$ cat config.mk
export PLATFORM = sky130hd
export DESIGN_NAME = ci_session_layer_engine
export DESIGN_NICKNAME = d
export VERILOG_FILES = /design/src/sv/ci_sle_pkg.sv /design/src/sv/ci_sle_front.sv /design/src/sv/ci_sle_back.sv /design/src/sv/ci_session_layer_engine.sv
export SDC_FILE = /design/constraint.sdc
export NUM_CORES = 1
export LEC_CHECK = 0
export ABC_AREA = 1
export BUFFER_PORTS_ARGS = -buffer_cell sky130_fd_sc_hd__buf_2
export CORE_MARGIN = 4
export CORE_UTILIZATION = 54
export CTS_CLUSTER_DIAMETER = 80
export DETAILED_ROUTE_END_ITERATION = 16
export PLACE_DENSITY = 0.71
export SETUP_SLACK_MARGIN = 0.2
export SLEW_MARGIN = 30
export SYNTH_ARGS = -nofsm -noshare
export SYNTH_HDL_FRONTEND = slang
export SYNTH_HIERARCHICAL = 1
export SYNTH_SLANG_ARGS = --single-unit
$ cat constraint.sdc
create_clock -name aclk -period 5.75 [get_ports aclk]
set_input_delay 1.15 -clock aclk [delete_from_list [all_inputs] [get_ports aclk]]
set_output_delay 1.15 -clock aclk [all_outputs]
set_load 0.05 [all_outputs]
$ cat src/sv/ci_sle_pkg.sv
package ci_sle_pkg;

    localparam int SessionSlotsDef = 32;
    localparam int ModuleSlotsDef  = 4;

    localparam logic [7:0] SPDU_OPEN_REQ   = 8'h91;
    localparam logic [7:0] SPDU_OPEN_RSP   = 8'h92;
    localparam logic [7:0] SPDU_CREATE_RSP = 8'h94;
    localparam logic [7:0] SPDU_CLOSE_REQ  = 8'h95;
    localparam logic [7:0] SPDU_CLOSE_RSP  = 8'h96;
    localparam logic [7:0] SPDU_DATA       = 8'h90;
    localparam logic [7:0] STATUS_FULL     = 8'hF3;
    localparam logic [7:0] STATUS_UNKNOWN  = 8'hF0;
    localparam logic [7:0] STATUS_OK       = 8'h00;
    localparam logic [7:0] OPEN_RSP_LEN    = 8'h07;
    localparam logic [7:0] CLOSE_RSP_LEN   = 8'h03;
    localparam logic [2:0] KIND_NONE       = 3'd7;

    typedef enum logic [1:0] {
        OP_BYTE   = 2'd0,
        OP_DELETE = 2'd1,
        OP_POLL   = 2'd2,
        OP_NONE   = 2'd3
    } op_t;

    typedef enum logic [1:0] {
        CLS_BYTE = 2'd0,
        CLS_DEL  = 2'd1,
        CLS_POLL = 2'd2,
        CLS_NOP  = 2'd3
    } cls_t;

    typedef enum logic [2:0] {
        RK_CONSUMED = 3'd0,
        RK_RESPONSE = 3'd1,
        RK_HEADER   = 3'd2,
        RK_BODY     = 3'd3,
        RK_ERROR    = 3'd4
    } rk_t;

    typedef enum logic [2:0] {
        ERR_NONE     = 3'd0,
        ERR_ILLEGAL  = 3'd1,
        ERR_CLOSED   = 3'd2,
        ERR_TAG      = 3'd3,
        ERR_WIDE_LEN = 3'd4,
        ERR_TRAIL    = 3'd5
    } err_t;

    typedef enum logic [3:0] {
        PH_TAG   = 4'd0,
        PH_LEN1  = 4'd1,
        PH_LENX  = 4'd2,
        PH_HDR   = 4'd3,
        PH_ATAG  = 4'd4,
        PH_ALEN1 = 4'd5,
        PH_ALENX = 4'd6,
        PH_BODY  = 4'd7,
        PH_SKIP  = 4'd8,
        PH_SKIPW = 4'd9,
        PH_STRAY = 4'd10
    } phase_t;

    typedef enum logic [3:0] {
        S_IDLE,
        S_BYTE,
        S_HDONE,
        S_SCAN,
        S_OPEN,
        S_DEL,
        S_POLL,
        S_CLOSE,
        S_FIN
    } state_t;

    typedef struct packed {
        cls_t        cls;
        logic [7:0]  data_byte;
        logic [1:0]  slot;
        logic        first;
        logic [15:0] remain;
    } item_t;

    typedef struct packed {
        rk_t         kind;
        logic [7:0]  out_byte;
        logic [23:0] tag;
        logic [15:0] len;
        logic [7:0]  sess;
        logic [2:0]  skind;
        logic [1:0]  slot;
        err_t        err;
        logic        last;
    } res_t;

    function automatic logic [2:0] kind_of(input logic [31:0] r);
        case (r)
            32'h00010041: kind_of = 3'd0;
            32'h00020041: kind_of = 3'd1;
            32'h00020043: kind_of = 3'd1;
            32'h00030041: kind_of = 3'd2;
            32'h00240041: kind_of = 3'd3;
            32'h00400041: kind_of = 3'd4;
            32'h008c1001: kind_of = 3'd5;
            32'h00200041: kind_of = 3'd6;
            default:      kind_of = KIND_NONE;
        endcase
    endfunction

    function automatic res_t mk_res(input rk_t k, input logic [7:0] b,
                                    input logic [23:0] t, input logic [15:0] l,
                                    input logic [7:0] s, input logic [2:0] sk,
                                    input logic [1:0] sl, input err_t e,
                                    input logic lst);
        res_t r;
        r.kind     = k;
        r.out_byte = b;
        r.tag      = t;
        r.len      = l;
        r.sess     = s;
        r.skind    = sk;
        r.slot     = sl;
        r.err      = e;
        r.last     = lst;
        mk_res = r;
    endfunction

endpackage

$ cat src/sv/ci_sle_front.sv
module ci_sle_front
    import ci_sle_pkg::*;
#(
    parameter int MODULE_SLOTS = ModuleSlotsDef
) (
    input  logic        aclk,
    input  logic        aresetn,
    input  logic        in_valid,
    output logic        in_ready,
    input  logic [1:0]  in_op,
    input  logic [7:0]  in_byte,
    input  logic [1:0]  in_slot,
    input  logic        in_first,
    input  logic [15:0] in_remain,
    output logic        q_valid,
    input  logic        q_pop,
    output item_t       q_item
);

    item_t      mem_reg [2];
    logic       wr_reg, wr_next;
    logic       rd_reg, rd_next;
    logic [1:0] cnt_reg, cnt_next;
    logic       push, pop, slot_ok;
    item_t      in_item;

    assign in_ready = (cnt_reg != 2'd2);
    assign push     = in_valid && in_ready;
    assign pop      = q_pop && q_valid;
    assign q_valid  = (cnt_reg != 2'd0);
    assign q_item   = mem_reg[rd_reg];
    assign slot_ok  = ({30'd0, in_slot} < MODULE_SLOTS);

    always_comb begin
        in_item.data_byte = in_byte;
        in_item.slot      = in_slot;
        in_item.first     = in_first;
        in_item.remain    = in_remain;
        case (op_t'(in_op))
            OP_BYTE:   in_item.cls = slot_ok ? CLS_BYTE : CLS_NOP;
            OP_DELETE: in_item.cls = slot_ok ? CLS_DEL : CLS_NOP;
            OP_POLL:   in_item.cls = CLS_POLL;
            default:   in_item.cls = CLS_NOP;
        endcase
        wr_next  = push ? ~wr_reg : wr_reg;
        rd_next  = pop ? ~rd_reg : rd_reg;
        cnt_next = cnt_reg + {1'b0, push} - {1'b0, pop};
    end

    always_ff @(posedge aclk) begin
        if (!aresetn) begin
            wr_reg  <= 1'b0;
            rd_reg  <= 1'b0;
            cnt_reg <= 2'd0;
        end else begin
            wr_reg  <= wr_next;
            rd_reg  <= rd_next;
            cnt_reg <= cnt_next;
        end
    end

    always_ff @(posedge aclk) begin
        if (push) begin
            mem_reg[wr_reg] <= in_item;
        end
    end

endmodule

$ cat src/sv/ci_sle_back.sv
module ci_sle_back
    import ci_sle_pkg::*;
#(
    parameter int SESSION_SLOTS = SessionSlotsDef
) (
    input  logic  aclk,
    input  logic  aresetn,
    input  logic  q_valid,
    output logic  q_pop,
    input  item_t q_item,
    output logic  out_valid,
    input  logic  out_ready,
    output res_t  out_res
);

    localparam int IW = $clog2(SESSION_SLOTS);

    // session table
    logic         used_reg [SESSION_SLOTS];
    logic         del_reg  [SESSION_SLOTS];
    logic [1:0]   eslot_reg [SESSION_SLOTS];
    logic [2:0]   ekind_reg [SESSION_SLOTS];
    logic         tbl_we;
    logic [IW-1:0] tbl_idx;
    logic         tbl_used, tbl_del;
    logic [1:0]   tbl_slot;
    logic [2:0]   tbl_kind;
    logic [IW-1:0] rd_idx;
    logic         rd_used, rd_del;
    logic [1:0]   rd_slot;
    logic [2:0]   rd_kind;

    state_t       state_reg, state_next;
    phase_t       phase_reg, phase_next;
    logic [7:0]   tag_reg, tag_next;
    logic [15:0]  len_reg, len_next;
    logic [15:0]  hleft_reg, hleft_next;
    logic [31:0]  res_reg, res_next;
    logic [15:0]  tgt_reg, tgt_next;
    logic [23:0]  atag_reg, atag_next;
    logic [15:0]  abl_reg, abl_next;
    item_t        item_reg, item_next;
    logic         emitted_reg, emitted_next;
    logic [IW-1:0] scan_reg, scan_next;
    logic [3:0]   beat_reg, beat_next;
    logic [7:0]   rstat_reg, rstat_next;
    logic [7:0]   rnb_reg, rnb_next;
    logic [2:0]   rkind_reg, rkind_next;
    logic [1:0]   rslot_reg, rslot_next;
    logic         oval_reg, oval_next;
    res_t         ores_reg, ores_next;

    logic         out_free, emit;
    res_t         emit_res;
    phase_t       ph;
    logic         fin_len, is_spdu, tgt_ok, last_b, clean;
    logic [15:0]  lval, rem, alen;
    logic [7:0]   b;
    logic [2:0]   cur_kind, new_kind;
    logic [IW-1:0] tgt_idx;

    assign out_free  = !oval_reg || out_ready;
    assign out_valid = oval_reg;
    assign out_res   = ores_reg;

    assign rd_used = used_reg[rd_idx];
    assign rd_del  = del_reg[rd_idx];
    assign rd_slot = eslot_reg[rd_idx];
    assign rd_kind = ekind_reg[rd_idx];

    assign b       = item_reg.data_byte;
    assign last_b  = (item_reg.remain <= 16'd1);
    assign rem     = last_b ? 16'd0 : item_reg.remain - 16'd1;
    assign tgt_ok  = (tgt_reg != 16'd0) && (tgt_reg < 16'(SESSION_SLOTS));
    assign tgt_idx = IW'(tgt_reg - 16'd1);
    assign cur_kind = (tgt_ok && rd_used) ? rd_kind : KIND_NONE;
    assign new_kind = kind_of(res_reg);
    assign clean   = (phase_reg == PH_ATAG && hleft_reg == 16'd0) ||
                     phase_reg == PH_SKIP || phase_reg == PH_SKIPW;

    always_comb begin
        state_next   = state_reg;
        phase_next   = phase_reg;
        tag_next     = tag_reg;
        len_next     = len_reg;
        hleft_next   = hleft_reg;
        res_next     = res_reg;
        tgt_next     = tgt_reg;
        atag_next    = atag_reg;
        abl_next     = abl_reg;
        item_next    = item_reg;
        emitted_next = emitted_reg;
        scan_next    = scan_reg;
        beat_next    = beat_reg;
        rstat_next   = rstat_reg;
        rnb_next     = rnb_reg;
        rkind_next   = rkind_reg;
        rslot_next   = rslot_reg;
        q_pop        = 1'b0;
        emit         = 1'b0;
        emit_res     = mk_res(RK_CONSUMED, 8'd0, 24'd0, 16'd0, 8'd0, KIND_NONE,
                              item_reg.slot, ERR_NONE, 1'b0);
        tbl_we       = 1'b0;
        tbl_idx      = scan_reg;
        tbl_used     = 1'b0;
        tbl_del      = 1'b0;
        tbl_slot     = rd_slot;
        tbl_kind     = rd_kind;
        rd_idx       = tgt_idx;
        ph           = item_reg.first ? PH_TAG : phase_reg;
        fin_len      = 1'b0;
        is_spdu      = (ph == PH_LEN1) || (ph == PH_LENX);
        lval         = 16'd0;
        alen         = 16'd0;

        case (state_reg)
            S_IDLE: begin
                if (q_valid) begin
                    q_pop        = 1'b1;
                    item_next    = q_item;
                    emitted_next = 1'b0;
                    scan_next    = '0;
                    case (q_item.cls)
                        CLS_BYTE: state_next = S_BYTE;
                        CLS_DEL:  state_next = S_DEL;
                        CLS_POLL: state_next = S_POLL;
                        default:  state_next = S_FIN;
                    endcase
                end
            end

            S_BYTE: begin
                if (out_free) begin
                    state_next = S_FIN;
                    phase_next = ph;
                    case (ph)
                        PH_TAG: begin
                            tag_next   = b;
                            len_next   = 16'd0;
                            tgt_next   = 16'd0;
                            phase_next = PH_LEN1;
                        end
                        PH_LEN1, PH_ALEN1: begin
                            len_next = 16'd0;
                            if (!b[7]) begin
                                lval    = {8'd0, b};
                                fin_len = 1'b1;
                            end else if (b[6:0] > 7'd2) begin
                                emit       = 1'b1;
                                emit_res   = mk_res(RK_ERROR, 8'd0, 24'd0, 16'd0,
                                                    tgt_reg[7:0], KIND_NONE,
                                                    item_reg.slot, ERR_WIDE_LEN, 1'b0);
                                phase_next = PH_SKIP;
                            end else if (b[6:0] != 7'd0) begin
                                hleft_next = {9'd0, b[6:0]};
                                phase_next = (ph == PH_LEN1) ? PH_LENX : PH_ALENX;
                            end else begin
                                fin_len = 1'b1;
                            end
                        end
                        PH_LENX, PH_ALENX: begin
                            lval       = {len_reg[7:0], b};
                            len_next   = lval;
                            hleft_next = hleft_reg - 16'd1;
                            fin_len    = (hleft_reg == 16'd1);
                        end
                        PH_HDR: begin
                            if (tag_reg == SPDU_OPEN_REQ && (len_reg - hleft_reg) < 16'd4) begin
                                res_next = {res_reg[23:0], b};
                            end
                            tgt_next   = {tgt_reg[7:0], b};
                            hleft_next = hleft_reg - 16'd1;
                            if (hleft_reg == 16'd1) begin
                                state_next = S_HDONE;
                            end
                        end
                        PH_ATAG: begin
                            atag_next = {atag_reg[15:0], b};
                            if (hleft_reg >= 16'd2) begin
                                hleft_next = 16'd0;
                                phase_next = PH_ALEN1;
                            end else begin
                                hleft_next = hleft_reg + 16'd1;
                            end
                        end
                        PH_BODY: begin
                            emit     = 1'b1;
                            emit_res = mk_res(RK_BODY, b, atag_reg, len_reg, tgt_reg[7:0],
                                              cur_kind, item_reg.slot, ERR_NONE, 1'b0);
                            abl_next = abl_reg - 16'd1;
                            if (abl_reg == 16'd1) begin
                                hleft_next = 16'd0;
                                phase_next = PH_ATAG;
                            end
                        end
                        PH_SKIPW, PH_STRAY: phase_next = PH_STRAY;
                        default:            phase_next = PH_SKIP;
                    endcase

                    if (fin_len) begin
                        if (is_spdu) begin
                            len_next   = lval;
                            hleft_next = lval;
                            res_next   = 32'd0;
                            tgt_next   = 16'd0;
                            if (lval == 16'd0) begin
                                state_next = S_HDONE;
                            end else begin
                                phase_next = PH_HDR;
                            end
                        end else begin
                            // short tail: one or two spare bytes stretch the APDU
                            alen       = (rem > lval && (rem - lval) < 16'd3) ? rem : lval;
                            len_next   = alen;
                            abl_next   = alen;
                            hleft_next = 16'd0;
                            emit       = 1'b1;
                            emit_res   = mk_res(RK_HEADER, 8'd0, atag_reg, alen, tgt_reg[7:0],
                                                cur_kind, item_reg.slot, ERR_NONE, 1'b0);
                            phase_next = (alen != 16'd0) ? PH_BODY : PH_ATAG;
                        end
                    end
                end
            end

            S_HDONE: begin
                if (tag_reg == SPDU_OPEN_REQ) begin
                    scan_next  = '0;
                    state_next = S_SCAN;
                end else if (out_free) begin
                    state_next = S_FIN;
                    emit_res   = mk_res(RK_ERROR, 8'd0, 24'd0, 16'd0, tgt_reg[7:0],
                                        KIND_NONE, item_reg.slot, ERR_ILLEGAL, 1'b0);
                    if (!tgt_ok) begin
                        emit       = 1'b1;
                        phase_next = PH_SKIP;
                    end else if (!rd_used) begin
                        emit         = 1'b1;
                        emit_res.err = ERR_CLOSED;
                        phase_next   = PH_SKIP;
                    end else if (tag_reg == SPDU_CREATE_RSP || tag_reg == SPDU_CLOSE_REQ ||
                                 tag_reg == SPDU_DATA) begin
                        tbl_idx    = tgt_idx;
                        tbl_used   = 1'b1;
                        tbl_del    = (tag_reg == SPDU_CLOSE_REQ) ? 1'b1 :
                                     (tag_reg == SPDU_CREATE_RSP) ? 1'b0 : rd_del;
                        tbl_we     = 1'b1;
                        hleft_next = 16'd0;
                        phase_next = PH_ATAG;
                    end else begin
                        emit         = 1'b1;
                        emit_res.err = ERR_TAG;
                        phase_next   = PH_SKIP;
                    end
                end
            end

            S_SCAN: begin
                rd_idx = scan_reg;
                if (!rd_used || scan_reg == IW'(SESSION_SLOTS - 2)) begin
                    beat_next  = 4'd0;
                    state_next = S_OPEN;
                    hleft_next = 16'd0;
                    if (rd_used) begin
                        rstat_next = STATUS_FULL;
                        rnb_next   = 8'd0;
                    end else if (new_kind == KIND_NONE) begin
                        rstat_next = STATUS_UNKNOWN;
                        rnb_next   = 8'd0;
                    end else begin
                        rstat_next = STATUS_OK;
                        rnb_next   = 8'(scan_reg) + 8'd1;
                        tbl_we     = 1'b1;
                        tbl_used   = 1'b1;
                        tbl_del    = 1'b0;
                        tbl_slot   = item_reg.slot;
                        tbl_kind   = new_kind;
                    end
                    rkind_next = (rd_used || new_kind == KIND_NONE) ? KIND_NONE : new_kind;
                    tgt_next   = {8'd0, rnb_next};
                    phase_next = (rnb_next != 8'd0) ? PH_ATAG : PH_SKIPW;
                end else begin
                    scan_next = scan_reg + 1'b1;
                end
            end

            S_OPEN: begin
                if (out_free) begin
                    emit     = 1'b1;
                    emit_res = mk_res(RK_RESPONSE, 8'd0, 24'd0, 16'd0, rnb_reg, rkind_reg,
                                      item_reg.slot, ERR_NONE, beat_reg == 4'd8);
                    case (beat_reg)
                        4'd0:    emit_res.out_byte = SPDU_OPEN_RSP;
                        4'd1:    emit_res.out_byte = OPEN_RSP_LEN;
                        4'd2:    emit_res.out_byte = rstat_reg;
                        4'd3:    emit_res.out_byte = res_reg[31:24];
                        4'd4:    emit_res.out_byte = res_reg[23:16];
                        4'd5:    emit_res.out_byte = res_reg[15:8];
                        4'd6:    emit_res.out_byte = res_reg[7:0];
                        4'd8:    emit_res.out_byte = rnb_reg;
                        default: emit_res.out_byte = 8'd0;
                    endcase
                    beat_next = beat_reg + 4'd1;
                    if (beat_reg == 4'd8) begin
                        state_next = S_FIN;
                    end
                end
            end

            S_DEL: begin
                rd_idx = scan_reg;
                if (rd_used && rd_slot == item_reg.slot) begin
                    tbl_we = 1'b1;
                end
                if (scan_reg == IW'(SESSION_SLOTS - 1)) begin
                    state_next = S_FIN;
                end else begin
                    scan_next = scan_reg + 1'b1;
                end
            end

            S_POLL: begin
                rd_idx = scan_reg;
                if (rd_used && rd_del) begin
                    tbl_we     = 1'b1;
                    rnb_next   = 8'(scan_reg) + 8'd1;
                    rkind_next = rd_kind;
                    rslot_next = rd_slot;
                    beat_next  = 4'd0;
                    state_next = S_CLOSE;
                end else if (scan_reg == IW'(SESSION_SLOTS - 2)) begin
                    state_next = S_FIN;
                end else begin
                    scan_next = scan_reg + 1'b1;
                end
            end

            S_CLOSE: begin
                if (out_free) begin
                    emit     = 1'b1;
                    emit_res = mk_res(RK_RESPONSE, 8'd0, 24'd0, 16'd0, rnb_reg, rkind_reg,
                                      rslot_reg, ERR_NONE, beat_reg == 4'd4);
                    case (beat_reg)
                        4'd0:    emit_res.out_byte = SPDU_CLOSE_RSP;
                        4'd1:    emit_res.out_byte = CLOSE_RSP_LEN;
                        4'd4:    emit_res.out_byte = rnb_reg;
                        default: emit_res.out_byte = 8'd0;
                    endcase
                    beat_next = beat_reg + 4'd1;
                    if (beat_reg == 4'd4) begin
                        state_next = S_FIN;
                    end
                end
            end

            S_FIN: begin
                if (out_free) begin
                    state_next = S_IDLE;
                    if (item_reg.cls == CLS_BYTE && last_b) begin
                        phase_next = PH_TAG;
                        if (!clean) begin
                            emit     = 1'b1;
                            emit_res = mk_res(RK_ERROR, 8'd0, 24'd0, 16'd0, tgt_reg[7:0],
                                              KIND_NONE, item_reg.slot, ERR_TRAIL, 1'b0);
                        end
                    end
                    if (!emitted_reg && !emit) begin
                        emit = 1'b1;
                    end
                end
            end

            default: state_next = S_IDLE;
        endcase

        if (emit) begin
            emitted_next = 1'b1;
        end
        oval_next = emit ? 1'b1 : (out_ready ? 1'b0 : oval_reg);
        ores_next = emit ? emit_res : ores_reg;
    end

    always_ff @(posedge aclk) begin
        if (!aresetn) begin
            state_reg   <= S_IDLE;
            phase_reg   <= PH_TAG;
            tag_reg     <= 8'd0;
            len_reg     <= 16'd0;
            hleft_reg   <= 16'd0;
            res_reg     <= 32'd0;
            tgt_reg     <= 16'd0;
            atag_reg    <= 24'd0;
            abl_reg     <= 16'd0;
            emitted_reg <= 1'b0;
            oval_reg    <= 1'b0;
            for (int i = 0; i < SESSION_SLOTS; i++) begin
                used_reg[i] <= 1'b0;
                del_reg[i]  <= 1'b0;
            end
        end else begin
            state_reg   <= state_next;
            phase_reg   <= phase_next;
            tag_reg     <= tag_next;
            len_reg     <= len_next;
            hleft_reg   <= hleft_next;
            res_reg     <= res_next;
            tgt_reg     <= tgt_next;
            atag_reg    <= atag_next;
            abl_reg     <= abl_next;
            emitted_reg <= emitted_next;
            oval_reg    <= oval_next;
            if (tbl_we) begin
                used_reg[tbl_idx] <= tbl_used;
                del_reg[tbl_idx]  <= tbl_del;
            end
        end
    end

    always_ff @(posedge aclk) begin
        item_reg  <= item_next;
        scan_reg  <= scan_next;
        beat_reg  <= beat_next;
        rstat_reg <= rstat_next;
        rnb_reg   <= rnb_next;
        rkind_reg <= rkind_next;
        rslot_reg <= rslot_next;
        ores_reg  <= ores_next;
        if (tbl_we) begin
            eslot_reg[tbl_idx] <= tbl_slot;
            ekind_reg[tbl_idx] <= tbl_kind;
        end
    end

endmodule

$ cat src/sv/ci_session_layer_engine.sv
// Session layer of a common-interface module link. Each input word is one SPDU
// byte (tuser 0), a delete-by-slot command (1) or a poll (2); every word yields
// one or more result words, a consumed marker when nothing else. A two-word input
// queue decouples the receive side from the sequencer, and a result register
// lets the next word be queued while a result waits. An open request scans
// the session entries for a free one, one entry a cycle; a delete walks all
// SESSION_SLOTS entries and a poll walks up to SESSION_SLOTS-1, one entry a
// cycle, then sends a 5-word close response for an entry marked for deletion.
// Response runs leave one word a cycle when the sink is ready.
module ci_session_layer_engine
    import ci_sle_pkg::*;
#(
    parameter int SESSION_SLOTS = SessionSlotsDef,
    parameter int MODULE_SLOTS  = ModuleSlotsDef
) (
    input  logic        aclk,
    input  logic        aresetn,
    input  logic        s_tvalid,
    output logic        s_tready,
    input  logic [31:0] s_tdata,  // data_byte, slot_id, first_byte, bytes_remaining, pad
    input  logic [1:0]  s_tuser,  // opcode
    output logic        m_tvalid,
    input  logic        m_tready,
    output logic [63:0] m_tdata,  // out_byte, apdu_tag, apdu_length, session_number,
                                  // session_kind, out_slot, error_code
    output logic [2:0]  m_tuser,  // result_kind
    output logic        m_tlast
);

    logic  q_valid, q_pop;
    item_t q_item;
    res_t  res;

    ci_sle_front #(
        .MODULE_SLOTS(MODULE_SLOTS)
    ) u_front (
        .aclk      (aclk),
        .aresetn   (aresetn),
        .in_valid  (s_tvalid),
        .in_ready  (s_tready),
        .in_op     (s_tuser),
        .in_byte   (s_tdata[7:0]),
        .in_slot   (s_tdata[9:8]),
        .in_first  (s_tdata[10]),
        .in_remain (s_tdata[26:11]),
        .q_valid   (q_valid),
        .q_pop     (q_pop),
        .q_item    (q_item)
    );

    ci_sle_back #(
        .SESSION_SLOTS(SESSION_SLOTS)
    ) u_back (
        .aclk      (aclk),
        .aresetn   (aresetn),
        .q_valid   (q_valid),
        .q_pop     (q_pop),
        .q_item    (q_item),
        .out_valid (m_tvalid),
        .out_ready (m_tready),
        .out_res   (res)
    );

    assign m_tdata = {res.err, res.slot, res.skind, res.sess, res.len, res.tag, res.out_byte};
    assign m_tuser = res.kind;
    assign m_tlast = res.last;

    a_consumed_no_session: assert property (@(posedge aclk) disable iff (!aresetn)
        m_tvalid && m_tuser == RK_CONSUMED |-> m_tdata[55:48] == 8'd0)
        else $error("consumed word carries a session");

    a_last_on_response: assert property (@(posedge aclk) disable iff (!aresetn)
        m_tvalid && m_tlast |-> m_tuser == RK_RESPONSE)
        else $error("tlast outside a response run");

    a_error_has_code: assert property (@(posedge aclk) disable iff (!aresetn)
        m_tvalid && m_tuser == RK_ERROR |-> m_tdata[63:61] != ERR_NONE)
        else $error("error word without code");

endmodule

======== After elaboration in Yosys (flattened, before gate mapping) ========
Memory sizes are Yosys's and may differ from the RTL's. A register that Yosys moved wholly into a read port is not among the register bits.
Index checks and enable logic that the tools add are counted.
W data, S select, Z words.
word-level totals
  input bits .............................. 38
  bits in registers ....................... 269
  memory bits (writable) .................. 282
  word-level logic and storage cells ...... 418
  memories kept ........................... 5
  output and inout port bits .............. 70
cells by class
  mux-type cells .......................... 208
  add/sub/neg operators ................... 12
  magnitude comparators ................... 7
  reductions and logical operators ........ 71
  bitwise operators ....................... 2
  equal/unequal tests ..................... 79
memories
  name              words  width  read ports  clocked after Yosys merged registers in  write ports  line                source
  u_back.ekind_reg  32     3      1           0                                        1            ci_sle_back.sv:22   logic [2:0] ekind_reg [SESSION_SLOTS];
  u_back.eslot_reg  32     2      1           0                                        1            ci_sle_back.sv:21   logic [1:0] eslot_reg [SESSION_SLOTS];
  u_front.mem_reg   2      29     1           1                                        1            ci_sle_front.sv:20  item_t mem_reg [2];
  u_back.del_reg    32     1      1           0                                        32           ci_sle_back.sv:20   logic del_reg [SESSION_SLOTS];
  u_back.used_reg   32     1      1           0                                        32           ci_sle_back.sv:19   logic used_reg [SESSION_SLOTS];
operator list
  cell                     count
  $mux W68                 10
  $mux W16                 27
  $pmux W68 S5             1
  $mux W4                  40
  $pmux W68 S2             1
  $mux W66                 2
  $mux W32                 4
  $pmux W16 S2             4
  $eq A32 B18 Y1 const B   3
  $mux W5                  15
  $eq A32 B22 Y1 const B   2
  $pmux W16 S4             1
  $pmux W8 S8              1
  $mux W1                  60
  $mux W8                  7
  $eq A4 B3 Y1 const B     12
  $pmux W16 S3             1
  $sub A16 B1 Y16 const B  3
  $pmux W4 S9              1
  $mux W3                  11
  $eq A16 B1 Y1 const B    2
  $eq A32 B17 Y1 const B   1
  $eq A32 B23 Y1 const B   1
  $eq A32 B24 Y1 const B   1
  66 further kinds         168

======== Logic depth before layout (Yosys ltp) ========
  depth in word-level cells ............... 16
  depth in mapped cells ................... 37
  depth with buffers taken out ............ 36

======== By module ========
The synthesis kept the hierarchy.
modules (own cells, without submodules)
  module        cells an instance  area each (sq um)  seq. area each (sq um)  times used
  ci_sle_back   3301               25943.6            12421.9                 1
  ci_sle_front  128                2376.0             1841.8                  1

======== Worst setup path before layout ========
Ideal clock, no wire load.
  kind .................................... reg2reg
  from .................................... register u_back.state_reg[1]
  to ...................................... memory u_back.ekind_reg[0][1], data pin
  arrival time ............................ 3.934 ns
  stages on the path, launching flop included .. 21
  clock period less this slack ............ 4.388 ns
  path slack .............................. 1.362 ns
  library setup time ...................... 0.454 ns
  required time ........................... 5.296 ns
  path buffers ............................ 6
  cells stage by stage .................... dfxtp_1 > inv_2 > nor2_2 > nand2_2 > nand3_2 > buf_6 > nand2_2 > nand2_2 > buf_4 > buf_2 > buf_2 > clkbuf_1 > clkbuf_1 > nor2_1 > o221ai_1 > nand3_1 > nand2_1 > nand2_1 > nand2_1 > inv_1 > o21ai_0
on the way
  word-level cells in the longest chain between the ends .. 8
  elaborated cells on any way between the ends .. 13
  those cells by class .................... eq/ne (3); mux (5); reduce/logical (3); memory (2)
RTL lines
  item                                                     line                                    source
  from (decl)                                              ci_sle_back.sv:33                       state_t state_reg, state_next;
  from (signal assigned)                                   ci_sle_back.sv:401                      state_reg <= state_next;
  $eq A4 B2 Y1 / $eq A4 B3 Y1 (equally long branches)      ci_sle_back.sv:116                      case (state_reg)
  $reduce_or A3 Y1 (no source line)                        --
  $mux W5                                                  ci_sle_back.sv:116
  $mem_v2 Z32 W3 / $mem_v2 Z32 W1 (equally long branches)  --
  $mux W3 / $logic_not A1 Y1 (equally long branches)       --
  $mux W3 / $logic_or A1 B1 Y1 (equally long branches)     ci_sle_back.sv:264, ci_sle_back.sv:260
  $mux W3                                                  ci_sle_back.sv:260                      if (!rd_used || scan_reg == IW'(SESSION_SLOTS - 2)) begin
  $mux W3 (*)                                              ci_sle_back.sv:116
  via u_back.tbl_kind[1]                                   ci_sle_back.sv:27                       logic [2:0] tbl_kind;
  to (decl)                                                ci_sle_back.sv:22
The timed path passes the listed nets; every way through them passes the cells marked *.

======== Final worst setup path ========
  from .................................... register u_back.state_reg[3]
  to ...................................... memory u_back.ekind_reg[2][1], enable pin
on the way
  word-level cells in the longest chain between the ends .. 11
  elaborated cells on any way between the ends .. 30
  those cells by class .................... eq/ne (5); mux (17); reduce/logical (5); memory (3)
RTL lines
  item                                                 line                source
  $eq A4 B2 Y1 / $eq A4 B3 Y1 (equally long branches)  ci_sle_back.sv:116
  $reduce_or A3 Y1 (no source line)                    --
  $mux W5                                              ci_sle_back.sv:116
  $mem_v2 Z32 W1                                       --
  $mux W1                                              ci_sle_back.sv:237  end else if (!rd_used) begin
  $mux W1                                              ci_sle_back.sv:234  if (!tgt_ok) begin
  $mux W1                                              ci_sle_back.sv:230  end else if (out_free) begin
  $mux W1                                              ci_sle_back.sv:227  if (tag_reg == SPDU_OPEN_REQ) begin
  $pmux W1 S4                                          ci_sle_back.sv:116
  $mux W1                                              ci_sle_back.sv:428  if (tbl_we) begin
  $mux W1 (not written as such)                        ci_sle_back.sv:430  ekind_reg[tbl_idx] <= tbl_kind;
Parallel ways exist; a longest one is shown, timed or not.

==> flow_summary.json <==
{
  "power_density_nw_per_um2": 628.1,
  "worstSetupStartpointType": "flop",
  "insertion_delay_ns": 0.65,
  "syn_area_per_cell_um2": 8.259,
  "dieArea_um2": 56170,
  "status": "finished, final reports clean",
  "fin_crit_sh_pct": 85.71,
  "drv_cap": 0,
  "grt_setup_unrepaired": "false",
  "track_usage_pct": 27.64,
  "coreArea_um2": 51610,
  "drt_pre_antenna_iters": 6,
  "p_leak_nw": 13.00,
  "hold_class": "flop to flop",
  "die-width_um": 237.0,
  "power_mw": 19.93,
  "clk_pin_slew_ns": 0.06,
  "ys_types": 60,
  "portBuffers": 102,
  "worstPathArrival_ns": 5.22,
  "setup_viol_count_final": 0,
  "drt_iter0_drc": 2816,
  "grt_pass1_wl_um": 126400,
  "setup_tns_ns": 0,
  "yosysWarnings": 6,
  "drive_above_1_share_pct": 10.42,
  "cts_max_path_buffers": 3,
  "yosysMostFrequentCell": "nand2_1",
  "required_ns": 6.04,
  "overflow": 0,
  "hpwl_um": 56130,
  "io-pin-count": 108,
  "yosys.area.top_type": "edfxtp_1",
  "htree_levels": 2,
  "tightest_slew_ns": 0.9275,
  "cts_num_sinks": 544,
  "fin_skew_ns": 0.06576,
  "area_delta_synth_final_pct": 12.03,
  "grt_max_degree": 113,
  "netlist_area_um2": 28320,
  "ys_seq_elements": 544,
  "fmax_mhz": 202.9,
  "cts_hold_buf": 0,
  "fin_crit_ns": 4.928,
  "synth_edf_count": 337,
  "hold_violations": 0,
  "viasPerCell": 5.911,
  "end_kind": "flop",
  "root_buffer": "clkbuf_16",
  "synth_common_cells": "nand2_1, nor2_1, inv_1",
  "critical_path_class": "flop to flop",
  "post-cts-setup-buffers": 0,
  "ant_nets": 0,
  "drc_errors": 0,
  "die_y_um": 237.0,
  "cp_max_fo": 54,
  "cts_tree": "built",
  "routedWlPerCell_um": 19.03,
  "largest_reg_flops": 96,
  "synth-async-reset-ratio_pct": 0,
  "slew_headroom_pct": 38.01,
  "synthTopCellsByArea": "edfxtp_1, dfxtp_1, nand2_1",
  "fillers": 4460,
  "slew_violations": 0,
  "vias": 25080,
  "multi_input_area_um2": 11810,
  "num_rows": 83,
  "peakVddDrop_mv": 0.8427,
  "ff_latch_area_um2": 14260,
  "cts_buffers": 55,
  "start_util_pct": 54.87,
  "yosysSeqAreaShare_pct": 50.37,
  "antenna_found_initial": 3,
  "final_nets": 3603,
  "postPlaceCellArea_um2": 29670,
  "grt_pass1_vias": 23370,
  "place.gp.congestion": 0.9692,
  "synthesis.nets": 3518,
  "yosysTopAreaCellShare_pct": 35.73,
  "wl_um": 80740,
  "synth_ff_type": "edfxtp_1",
  "synthCells": 3429,
  "design_area_um2": 31730
}
## placed cells by master, fill, tap and decap left out, types with 55 or more instances in the layout
cell type,netlist,routed
a21oi_1,205,203
nand3_1,234,234
inv_1,412,411
nand4_1,66,66
nand2_1,666,665
o21ai_0,257,254
edfxtp_1,337,337
nor2_1,423,415
buf_4,7,72
buf_2,19,101
clkbuf_16,0,55
dfxtp_1,207,207
## per-layer routing
layer  GRT usage (%)  part of all wire (%)
met4           10.54                   3.7
met3           3.750                   8.0
met1           38.02                    42
met2           44.80                    47
met5               0                     0
## cells by family after synthesis
| kind of cell | synth area share [%] |
|---|---|
| AND/OR/NAND/NOR | 22.32 |
| AO/OA/AOI/OAI | 14.41 |
| buffers and inverters | 8.182 |
| flip-flops | 50.37 |
| adder cells (fa/ha/maj) | 2.253 |
| XOR/XNOR | 1.175 |
| multiplexers | 1.286 |
## final cells by class
class,count,area share (%)
antenna,3,0.02366
clock buffer,75,4.882
inverter,432,5.111
timing repair buffer,178,3.613
sequential,544,44.96
multi-input combinational,2303,37.23
clock inverter,28,1.503
tap,680,2.682
## timing repair
| item | in CTS | in global routing |
|---|---|---|
| endpoints found under the hold margin | 0 | 0 |
| setup endpoints to repair | 0 | 2 |
| gates resized for setup | 0 | 3 |
## path summary, 6_finish.rpt
path         depth (start not counted)                          endpoint                        startpoint  slack (ns)
min reg2reg                          2    u_back/res_reg[0]$_SDFFE_PN0P_    u_back/res_reg[0]$_SDFFE_PN0P_        0.47
max reg2reg                         20  u_back/ekind_reg[2][1]$_DFFE_PP_  u_back/state_reg[3]$_SDFFE_PN0P_        0.82
min                                  2    u_back/res_reg[0]$_SDFFE_PN0P_    u_back/res_reg[0]$_SDFFE_PN0P_        0.47
max                                 20  u_back/ekind_reg[2][1]$_DFFE_PP_  u_back/state_reg[3]$_SDFFE_PN0P_        0.82
## worst max-delay path: stages (launching register included)
cell      delay [ns]
dfxtp_1         0.37
inv_2           0.05
nand2_2         0.11
nor2_1          0.07
nand2_2         0.24
nand3_2         0.31
o21ai_2         0.24
buf_4           0.52
o21ai_0         0.18
o221ai_1        0.28
nand3_1         0.12
o21ai_1         0.17
o21ai_2         0.17
buf_4           0.23
nor2_8          0.12
nand2_4         0.12
nand2_1         0.17
o21ai_4         0.10
inv_2           0.09
nand3_1         0.37
nor2_1          0.52
## through the flow
step	utilization, %	hold WS (ns)	cells	setup slack [ns]
final	61.47	0.4706	4243	0.8219
after global routing	61.47	0.5011	4243	0.2145
after CTS	61.41	0.4728	4240	0.6000
after detailed placement	57.48	0.4602	4137	0.6618
after global placement	57.48	0.4525	4137	0.6915
after floorplan	-	0.4413	3429	1.362
## power breakdown
| group | switching (mW) | leakage (nW) | internal, mW |
|---|---|---|---|
| clock | 1.59 | 0.971 | 2.36 |
| combinational | 7.03 | 7.23 | 2.47 |
| sequential | 0.406 | 4.79 | 6.07 |
| total | 9.02 | 13.0 | 10.9 |
No activity file was read; power rests on OpenSTA's default activity.
